## src/design/r16ex_pkg.sv

```systemverilog
// r16ex_pkg: shared types and codes for the 16-bit risc execute stage
// used by the channel interfaces and by risc16_execute_stage
`timescale 1ns / 1ps
`default_nettype none

package r16ex_pkg;

    // alu command codes
    localparam logic [4:0] CMD_ADD   = 5'd0;
    localparam logic [4:0] CMD_ADDI  = 5'd1;
    localparam logic [4:0] CMD_ADDU  = 5'd2;
    localparam logic [4:0] CMD_ADDUI = 5'd3;
    localparam logic [4:0] CMD_ADDC  = 5'd4;
    localparam logic [4:0] CMD_ADDCI = 5'd5;
    localparam logic [4:0] CMD_SUB   = 5'd6;
    localparam logic [4:0] CMD_SUBI  = 5'd7;
    localparam logic [4:0] CMD_SUBC  = 5'd8;
    localparam logic [4:0] CMD_SUBCI = 5'd9;
    localparam logic [4:0] CMD_MUL   = 5'd10;
    localparam logic [4:0] CMD_MULI  = 5'd11;
    localparam logic [4:0] CMD_CMP   = 5'd12;
    localparam logic [4:0] CMD_CMPI  = 5'd13;
    localparam logic [4:0] CMD_AND   = 5'd14;
    localparam logic [4:0] CMD_ANDI  = 5'd15;
    localparam logic [4:0] CMD_OR    = 5'd16;
    localparam logic [4:0] CMD_ORI   = 5'd17;
    localparam logic [4:0] CMD_XOR   = 5'd18;
    localparam logic [4:0] CMD_XORI  = 5'd19;
    localparam logic [4:0] CMD_MOV   = 5'd20;
    localparam logic [4:0] CMD_MOVI  = 5'd21;
    localparam logic [4:0] CMD_LSH   = 5'd22;
    localparam logic [4:0] CMD_LSHI  = 5'd23;
    localparam logic [4:0] CMD_ASH   = 5'd24;
    localparam logic [4:0] CMD_ASHI  = 5'd25;
    localparam logic [4:0] CMD_LUI   = 5'd26;
    localparam logic [4:0] CMD_LOAD  = 5'd27;
    localparam logic [4:0] CMD_STOR  = 5'd28;
    localparam logic [4:0] CMD_BCOND = 5'd29;
    localparam logic [4:0] CMD_JCOND = 5'd30;
    localparam logic [4:0] CMD_JAL   = 5'd31;

    // branch condition codes carried in dest_index
    localparam logic [3:0] COND_EQ  = 4'd0;
    localparam logic [3:0] COND_NE  = 4'd1;
    localparam logic [3:0] COND_CS  = 4'd2;
    localparam logic [3:0] COND_CC  = 4'd3;
    localparam logic [3:0] COND_MI  = 4'd6;
    localparam logic [3:0] COND_PL  = 4'd7;
    localparam logic [3:0] COND_VS  = 4'd8;
    localparam logic [3:0] COND_VC  = 4'd9;
    localparam logic [3:0] COND_LE  = 4'd11;
    localparam logic [3:0] COND_GT  = 4'd12;
    localparam logic [3:0] COND_AL  = 4'd14;

    typedef struct packed {
        logic [4:0]  command;
        logic        flush;
        logic        use_immediate;
        logic        subtract;
        logic        move_op;
        logic        use_carry;
        logic [1:0]  memory_mode;
        logic [15:0] immediate;
        logic [15:0] source_value;
        logic [15:0] dest_value;
        logic [15:0] pc_value;
        logic [3:0]  dest_index;
    } instr_word_t;

    typedef struct packed {
        logic [15:0] alu_result;
        logic [15:0] next_pc;
        logic        branch_op;
        logic [3:0]  dest_index_out;
        logic [15:0] store_data;
        logic [15:0] mem_address;
        logic        carry_flag;
        logic        zero_flag;
        logic        negative_flag;
        logic        overflow_flag;
    } result_word_t;

endpackage

`default_nettype wire

```

## src/design/r16ex_instr_if.sv

```systemverilog
// r16ex_instr_if: valid/ready channel carrying one decoded instruction word
// depends on r16ex_pkg
`timescale 1ns / 1ps
`default_nettype none

interface r16ex_instr_if import r16ex_pkg::*; ();
    logic        valid;
    logic        ready;
    instr_word_t data;

    modport source (output valid, output data, input ready);
    modport sink (input valid, input data, output ready);
endinterface

`default_nettype wire

```

## src/design/r16ex_result_if.sv

```systemverilog
// r16ex_result_if: valid/ready channel carrying one execute result word
// depends on r16ex_pkg
`timescale 1ns / 1ps
`default_nettype none

interface r16ex_result_if import r16ex_pkg::*; ();
    logic         valid;
    logic         ready;
    result_word_t data;

    modport source (output valid, output data, input ready);
    modport sink (input valid, input data, output ready);
endinterface

`default_nettype wire

```

## src/design/risc16_execute_stage.sv

```systemverilog
// risc16_execute_stage: alu, flags, branch target and memory outputs of a 16-bit risc
// depends on r16ex_pkg, r16ex_instr_if and r16ex_result_if
`timescale 1ns / 1ps
`default_nettype none

// Takes one instruction word per cycle unless stalled and returns one result word
// for each, in order. The word is held in an input register, the alu, the 16x16
// multiplier and the flag update work on it there, and the result goes to an output
// register; the carry/zero/negative/overflow flags change as each word passes that
// step, so a following word sees them at once. A stalled output holds the pipe: the
// input register keeps its word and instr.ready drops only when both registers are
// full and result.ready is low. Flags reset to zero; a flush word returns all zeros
// and leaves the flags alone.
module risc16_execute_stage import r16ex_pkg::*; (
    input  logic          clk,
    input  logic          rst_n,
    r16ex_instr_if.sink   instr,
    r16ex_result_if.source result
);

    logic         s1_valid_reg;
    instr_word_t  s1_reg;
    logic         out_valid_reg;
    result_word_t out_reg;
    logic         carry_reg;
    logic         zero_reg;
    logic         negative_reg;
    logic         overflow_reg;

    logic         advance;
    logic         carry_next;
    logic         zero_next;
    logic         negative_next;
    logic         overflow_next;
    result_word_t out_next;

    logic [15:0] imm_ext;
    logic [15:0] a_sel;
    logic [15:0] op_a;
    logic [15:0] op_b;
    logic [1:0]  cin;
    logic [16:0] sum;
    logic [15:0] sum_low_byte;
    logic [15:0] product;
    logic [15:0] neg_a;
    logic [4:0]  neg_a5;
    logic        shift_right_imm;
    logic        cond_ok;
    logic [15:0] res;
    logic [15:0] npc;
    logic        br;

    function automatic logic [15:0] shl16(input logic [15:0] v, input logic [15:0] n);
        logic [15:0] r;
        if (n >= 16'd16)
            r = '0;
        else
            r = v << n[3:0];
        return r;
    endfunction

    function automatic logic [15:0] shr16(input logic [15:0] v, input logic [15:0] n,
                                         input logic arith);
        logic [15:0] fill;
        logic [15:0] r;
        fill = (arith && v[15]) ? 16'hFFFF : 16'h0000;
        if (n >= 16'd16)
            r = fill;
        else if (arith)
            r = 16'($signed(v) >>> n[3:0]);
        else
            r = v >> n[3:0];
        return r;
    endfunction

    assign advance      = s1_valid_reg && (!out_valid_reg || result.ready);
    assign instr.ready  = !s1_valid_reg || advance;
    assign result.valid = out_valid_reg;
    assign result.data  = out_reg;

    // operand selection
    assign imm_ext      = {{8{s1_reg.immediate[7]}}, s1_reg.immediate[7:0]};
    assign a_sel        = s1_reg.use_immediate ? imm_ext : s1_reg.source_value;
    assign op_a         = s1_reg.subtract ? ~a_sel : a_sel;
    assign op_b         = s1_reg.move_op ? 16'h0000 : s1_reg.dest_value;
    assign cin          = {1'b0, s1_reg.subtract} + {1'b0, s1_reg.use_carry & carry_reg};
    assign sum          = {1'b0, op_a} + {1'b0, op_b} + {15'b0, cin};
    assign sum_low_byte = {8'h00, op_a[7:0]} + op_b + {14'b0, cin};
    // only the low half of the product is used
    assign product      = op_a * op_b;
    assign neg_a        = 16'h0000 - op_a;
    assign neg_a5       = 5'd0 - op_a[4:0];
    assign shift_right_imm = s1_reg.use_immediate && s1_reg.immediate[4];

    always_comb
    begin
        unique case (s1_reg.dest_index)
            COND_EQ: cond_ok = zero_reg;
            COND_NE: cond_ok = !zero_reg;
            COND_CS: cond_ok = carry_reg;
            COND_CC: cond_ok = !carry_reg;
            COND_MI: cond_ok = negative_reg;
            COND_PL: cond_ok = !negative_reg;
            COND_VS: cond_ok = overflow_reg;
            COND_VC: cond_ok = !overflow_reg;
            COND_LE: cond_ok = zero_reg || negative_reg;
            COND_GT: cond_ok = !zero_reg && !negative_reg;
            COND_AL: cond_ok = 1'b1;
            default: cond_ok = 1'b0;
        endcase
    end

    always_comb
    begin
        res           = '0;
        npc           = s1_reg.pc_value;
        br            = 1'b0;
        carry_next    = carry_reg;
        zero_next     = zero_reg;
        negative_next = negative_reg;
        overflow_next = overflow_reg;
        unique case (s1_reg.command) inside
            CMD_ADD, CMD_ADDI, CMD_ADDC, CMD_ADDCI, CMD_SUB, CMD_SUBI, CMD_SUBC, CMD_SUBCI:
            begin
                res           = sum[15:0];
                overflow_next = ~(op_a[15] ^ op_b[15]) & (op_a[15] ^ sum[15]);
            end
            CMD_ADDU, CMD_ADDUI:
            begin
                res        = sum[15:0];
                carry_next = sum[16];
            end
            CMD_MUL, CMD_MULI:
            begin
                res = product;
            end
            CMD_CMP, CMD_CMPI:
            begin
                res           = sum[15:0];
                zero_next     = (sum[15:0] == 16'h0000);
                negative_next = sum[15];
            end
            CMD_AND, CMD_ANDI: res = op_a & op_b;
            CMD_OR:            res = op_a | op_b;
            CMD_ORI:           res = {8'h00, op_a[7:0]} | op_b;
            CMD_XOR:           res = op_a ^ op_b;
            CMD_XORI:          res = {8'h00, op_a[7:0]} ^ op_b;
            CMD_MOV:           res = sum[15:0];
            CMD_MOVI:          res = sum_low_byte;
            CMD_LSH, CMD_ASH:
            begin
                // negative amount means a right shift by its magnitude
                if (op_a[15])
                    res = shr16(op_b, neg_a, s1_reg.command == CMD_ASH);
                else
                    res = shl16(op_b, op_a);
            end
            CMD_LSHI, CMD_ASHI:
            begin
                if (shift_right_imm)
                    res = shr16(op_b, {11'b0, neg_a5}, s1_reg.command == CMD_ASHI);
                else
                    res = shl16(op_b, {12'b0, op_a[3:0]});
            end
            CMD_LUI:            res = {op_a[7:0], 8'h00};
            CMD_LOAD, CMD_STOR: res = op_a;
            CMD_BCOND:
            begin
                br = 1'b1;
                if (cond_ok)
                    npc = s1_reg.pc_value + op_a;
            end
            CMD_JCOND:
            begin
                br = 1'b1;
                if (cond_ok)
                    npc = {1'b0, op_a[15:1]};
            end
            default:
            begin
                // jump and link
                br  = 1'b1;
                res = s1_reg.pc_value;
                npc = {1'b0, op_b[15:1]};
            end
        endcase
    end

    always_comb
    begin
        if (s1_reg.flush)
        begin
            out_next = '0;
        end
        else
        begin
            out_next.alu_result     = res;
            out_next.next_pc        = npc;
            out_next.branch_op      = br;
            out_next.dest_index_out = s1_reg.dest_index;
            out_next.store_data     = s1_reg.memory_mode[0] ? op_b : 16'h0000;
            out_next.mem_address    = s1_reg.memory_mode[1] ? res : 16'h0000;
            out_next.carry_flag     = carry_next;
            out_next.zero_flag      = zero_next;
            out_next.negative_flag  = negative_next;
            out_next.overflow_flag  = overflow_next;
        end
    end

    always_ff @(posedge clk or negedge rst_n)
    begin
        if (!rst_n)
        begin
            s1_valid_reg  <= 1'b0;
            out_valid_reg <= 1'b0;
            carry_reg     <= 1'b0;
            zero_reg      <= 1'b0;
            negative_reg  <= 1'b0;
            overflow_reg  <= 1'b0;
        end
        else
        begin
            if (instr.ready)
                s1_valid_reg <= instr.valid;
            if (advance)
                out_valid_reg <= 1'b1;
            else if (result.ready)
                out_valid_reg <= 1'b0;
            if (advance && !s1_reg.flush)
            begin
                carry_reg    <= carry_next;
                zero_reg     <= zero_next;
                negative_reg <= negative_next;
                overflow_reg <= overflow_next;
            end
        end
    end

    always_ff @(posedge clk)
    begin
        if (instr.valid && instr.ready)
            s1_reg <= instr.data;
        if (advance)
            out_reg <= out_next;
    end

`ifndef NO_ASSERTIONS
    // a flushed word must not disturb the flags
    a_flush_keeps_flags: assert property (@(posedge clk) disable iff (!rst_n)
        advance && s1_reg.flush
        |=> $stable({carry_reg, zero_reg, negative_reg, overflow_reg}))
        else $error("flags changed on a flushed word");

    // reported flags match the flag registers just after a live word moves out
    a_flags_reported: assert property (@(posedge clk) disable iff (!rst_n)
        advance && !s1_reg.flush
        |=> out_reg.carry_flag == carry_reg && out_reg.zero_flag == zero_reg
            && out_reg.negative_flag == negative_reg
            && out_reg.overflow_flag == overflow_reg)
        else $error("reported flags differ from flag state");

    // non-branch commands leave the pc alone
    a_no_branch_pc: assert property (@(posedge clk) disable iff (!rst_n)
        advance && !s1_reg.flush && s1_reg.command < CMD_BCOND
        |=> out_reg.next_pc == $past(s1_reg.pc_value) && !out_reg.branch_op)
        else $error("next pc changed by a non-branch command");

    // an empty output register never blocks the input
    a_ready_when_drained: assert property (@(posedge clk) disable iff (!rst_n)
        !out_valid_reg |-> instr.ready)
        else $error("input stalled with empty output register");
`endif

endmodule

`default_nettype wire
```

## src/flat_wrapper.sv

```systemverilog
// flat-port wrapper written by rule: the top's interface ports become plain ports
module risc16_execute_stage_flat import r16ex_pkg::*;
  (clk, rst_n, instr_valid, instr_data, instr_ready, result_valid, result_data, result_ready);
  r16ex_instr_if instr_i ();
  r16ex_result_if result_i ();
  input  logic clk;
  input  logic rst_n;
  input wire logic [$bits(instr_i.valid)-1:0] instr_valid;
  input wire logic [$bits(instr_i.data)-1:0] instr_data;
  output wire logic [$bits(instr_i.ready)-1:0] instr_ready;
  output wire logic [$bits(result_i.valid)-1:0] result_valid;
  output wire logic [$bits(result_i.data)-1:0] result_data;
  input wire logic [$bits(result_i.ready)-1:0] result_ready;
  assign instr_i.valid = instr_valid;
  assign instr_i.data = instr_data;
  assign instr_ready = instr_i.ready;
  assign result_valid = result_i.valid;
  assign result_data = result_i.data;
  assign result_i.ready = result_ready;
  risc16_execute_stage u_core (.clk(clk), .rst_n(rst_n), .instr(instr_i), .result(result_i));
endmodule
```

## config.mk

```make
export PLATFORM = sky130hd
export DESIGN_NAME = risc16_execute_stage_flat
export DESIGN_NICKNAME = d
export VERILOG_FILES = /design/src/design/r16ex_pkg.sv /design/src/design/r16ex_instr_if.sv /design/src/design/r16ex_result_if.sv /design/src/design/risc16_execute_stage.sv /design/src/flat_wrapper.sv
export SDC_FILE = /design/constraint.sdc
export NUM_CORES = 1
export LEC_CHECK = 0
export BUFFER_PORTS_ARGS = -buffer_cell sky130_fd_sc_hd__buf_4
export CORE_ASPECT_RATIO = 1.75
export CORE_MARGIN = 2
export CORE_UTILIZATION = 45
export DETAILED_ROUTE_END_ITERATION = 12
export PLACE_DENSITY = 0.66
export SLEW_MARGIN = 15
export SYNTH_ARGS = -nofsm -noshare
export SYNTH_HDL_FRONTEND = slang
export SYNTH_SLANG_ARGS = --single-unit
```

## constraint.sdc

```tcl
create_clock -name clk -period 7.1 [get_ports clk]
set_input_delay 0.71 -clock clk [delete_from_list [all_inputs] [get_ports clk]]
set_output_delay 0.71 -clock clk [all_outputs]
set_load 0.1 [all_outputs]
```

==> metrics.txt <==
CP cell instances=buf_12 > mux2i_2 > xnor2_2 > buf_4 > nand2_1 > fa_1 > fa_1 > inv_1 > fa_1 > fa_1 > fa_1 > inv_1 > fa_1 > inv_1 > ha_1 > buf_4 > a22o_1 > a311oi_2 > xnor2_2 > a211o_1 > a311oi_1 > buf_4 > nor3_1; io pins=between 150 and 200; DIE AREA=0.03918 mm2; CTS clock-pin slew for the worst setup and hold paths=roughly 0.080 ns; critical path class=reg -> reg; clk_lat worst skew=~0.47 ns; I/O Buffers=150; area post-placement=about 0.019 mm2; Chip Height=about 260 um; # DRC=0; CTS max path bufs=2; DP Wirelength=around 54000 um; CTS Buf Count=17; Post-Syn Area per Cell=8.857 um2; vias in the first global route=16170; final net count=~2400; min Tclk post-route=6.917 ns; cell family with most CP delay=adder cells; Cells after Synth=around 1900; antenna violations before repair=0; synthesis-stage register bit count=around 150; max-cap violations=0; Clock H-tree levels=4; Max Clk Rate=about 140 MHz; number of flip-flops in the largest register=73; RSZ-0062 raised after global routing=true; DRT iter0 DRCs=approximately 1700; data arrival time of the critical path=7.11 ns; crit path buf inv count=7; number of flops mapped to enable cells by yosys=approximately 150; CTS tree=yes; DRT Wirelength=approximately 70000 um; CP Capture Type=register; hold buffers post-CTS=0; root buf cell=clkbuf_16; antenna-violating nets left=0; Hold Vio Cnt, Final=0; Most used DFF post-synth=edfxtp_1; Place WS=-0.02431 ns; Slew Viols, Final=0; Design Area, Final=around 0.020 mm2; Non-Filler Instances=~2600; first-pass GRT wire length=~100000 um; final setup margin=between 0.15 and 0.2 ns; GPL Wtd Cong=1.076; Worst EP required=7.29 ns; Worst slew margin=between 20% and 30%; Synth cell types=92; gr usage total=about a third; initial core utilization=45.81%; Placed Cells=roughly 2500; Mapped Area=0.01690 mm2; global route overflow=0; proportion of layout cells with a drive suffix above 1=20.63%; Most Frequent Cell on Critical Path=fa_1; ys async rst share=approximately 4%; ANT cells=0; pin count of the biggest net entering global routing=57; Ys Warns=0; Via Count=approximately 16000; Post-Syn Nets=2189; crit-path max FO=7; final core occ=54.85%; measured slew at the worst slew-check pin=roughly 1.1 ns; Hold WC Path Type=in -> async; Layout area overhead=19.72%; status=finished clean; period utilization=97.42%; P per Cell Area=286.8 mW/mm2; drt pass-1 iters=6; vias per std cell=between 6 and 7; Die Span X=between 150 and 200 um; leakage power figure=8.501 nW; area of the core=0.03689 mm2; Startpoint Class=register; clock sink count=~150; sequential area share after synthesis=between 20% and 30%; Peak supply drop=439.9 uV; Crit-path slowest cell=fa_1; wire per inst=26.59 um; row cnt=93; Final Skew=approximately 0.017 ns; max incr delay on CP=0.57 ns; Setup violations, final=0
==> per-stage QoR <==
step | hold slack, ns | setup TNS [ns] | power [W]
6_report | 0.04250 | 0 | 0.005803
5_1_grt | 0.03750 | -0.1103 | 0.006121
4_1_cts | 0.03299 | 0 | 0.005587
3_5_place_dp | 0.5035 | -0.06179 | 0.004579
3_3_place_gp | 0.4723 | -0.01527 | 0.004530
2_1_floorplan | 0.4144 | 0 | 0.003315
==> cells in the final DEF, fill, tap and decap left out, types with 21 or more instances in the layout <==
cell,synthesis,routed
nand2b_1,29,29
o211ai_1,21,21
inv_1,153,150
nand2_1,176,175
xnor2_1,59,50
fa_1,84,80
a21oi_1,89,87
nand3_1,40,40
ha_1,113,108
o21ai_0,59,59
nor2_1,224,218
mux2i_1,52,46
a221oi_1,30,30
nor3_1,55,54
a31oi_1,24,24
a211oi_1,39,39
edfxtp_1,145,145
buf_4,7,281
==> cell type report <==
cell class | count | area (um2)
Clock inverter | 15 | 183.9
Clock buffer | 17 | 425.4
Multi-Input combinational cell | 1468 | 11540
Tap cell | 475 | 594.3
Inverter | 168 | 646.9
Fill cell | 3368 | 16650
Timing Repair Buffer | 294 | 2340
Sequential cell | 151 | 4504
==> layer usage <==
| metal | global-route usage [%] | part of all wire [%] | up-vias |
|---|---|---|---|
| li1 | - | - | 7279 |
| met1 | 38.77 | 34 | 7895 |
| met3 | 5.280 | 6.9 | 312 |
| met2 | 58.95 | 49 | 907 |
| met4 | 29.45 | 10 | 0 |
| met5 | 0 | 0 | - |
==> where the power goes <==
part           switching [W]  total [W]  leakage (nW)  internal, W
clock               0.000484   0.000965         0.298     0.000481
combinational        0.00225    0.00370          6.71      0.00145
sequential         0.0000623    0.00114          1.50      0.00107
==> path summary, 6_finish.rpt <==
path | startpoint | endpoint | slack, ns | depth (start not counted)
min | rst_n | u_core.negative_reg$_DFFE_PN0P_ | 0.04 | 1
max in group asynchronous | rst_n | u_core.overflow_reg$_DFFE_PN0P_ | 6.93 | 1
min reg2reg | u_core.s1_valid_reg$_DFFE_PN0N_ | u_core.result.valid$_DFFE_PN0P_ | 0.52 | 1
max reg2reg | u_core.s1_reg[73]$_DFFE_PP_ | u_core.result.data[17]$_SDFFCE_PP0P_ | 0.18 | 23
max | u_core.s1_reg[73]$_DFFE_PP_ | u_core.result.data[17]$_SDFFCE_PP0P_ | 0.18 | 23
min in group clk | instr_data[41] | u_core.s1_reg[41]$_DFFE_PP_ | 0.41 | 1
==> cell families after synthesis <==
group	synth area share, %
XOR/XNOR	4.768
AND/OR/NAND/NOR	18.18
multiplexers	7.004
flip-flops	26.65
adder cells (fa/ha/maj)	18.38
AO/OA/AOI/OAI	18.25
buffers and inverters	6.767
==> Yosys cell counts, types with 10 or more instances <==
library cell | number | area share, %
edfxtp_1 | 145 | 26
fa_1 | 84 | 10
xnor2_1 | 59 | 3.1
xor2_1 | 14 | 0.73
and2_1 | 13 | 0.48
buf_1 | 12 | 0.27
nor4_1 | 10 | 0.37
nor2b_1 | 20 | 0.74
ha_1 | 113 | 8.4
buf_2 | 14 | 0.41
nor3_1 | 55 | 1.6
nand3_1 | 40 | 1.2
nand4_1 | 13 | 0.48
and3_1 | 15 | 0.56
nor2_1 | 224 | 5.0
clkbuf_1 | 86 | 1.9
mux2i_1 | 52 | 3.1
or3_1 | 17 | 0.63
mux4_2 | 19 | 2.5
a31oi_1 | 24 | 0.89
nand3b_1 | 10 | 0.44
o21bai_1 | 11 | 0.49
nand2_1 | 176 | 3.9
nand2b_1 | 29 | 1.1
a221oi_1 | 30 | 1.6
o211ai_1 | 21 | 0.93
a21o_1 | 12 | 0.53
o31ai_1 | 14 | 0.62
o21ai_0 | 59 | 1.7
o21a_1 | 18 | 0.80
inv_1 | 153 | 3.4
a211oi_1 | 39 | 1.7
o22ai_1 | 15 | 0.56
a22oi_1 | 19 | 0.84
a21oi_1 | 89 | 2.6
mux2_2 | 10 | 0.67
==> worst reg2reg max path: cells and delay by family (launching register included) <==
kind	cells	cell delay [ns]
xor gates and xnor gates	2	0.41
and+or+nand+nor	2	0.14
DFF	1	0.47
buffers and inverters	7	0.90
muxes	1	0.30
AOI/OAI and AO/OA	4	1.14
adders and majority gates	7	3.29
==> repair_timing <==
item / CTS / global route
gates resized for setup: 5 / 65
cloned: 0 / 2
setup buffers: 0 / 15
endpoints found under the setup margin: 6 / 12
pin swaps: 0 / 23
(Power assumes the default switching activity.)
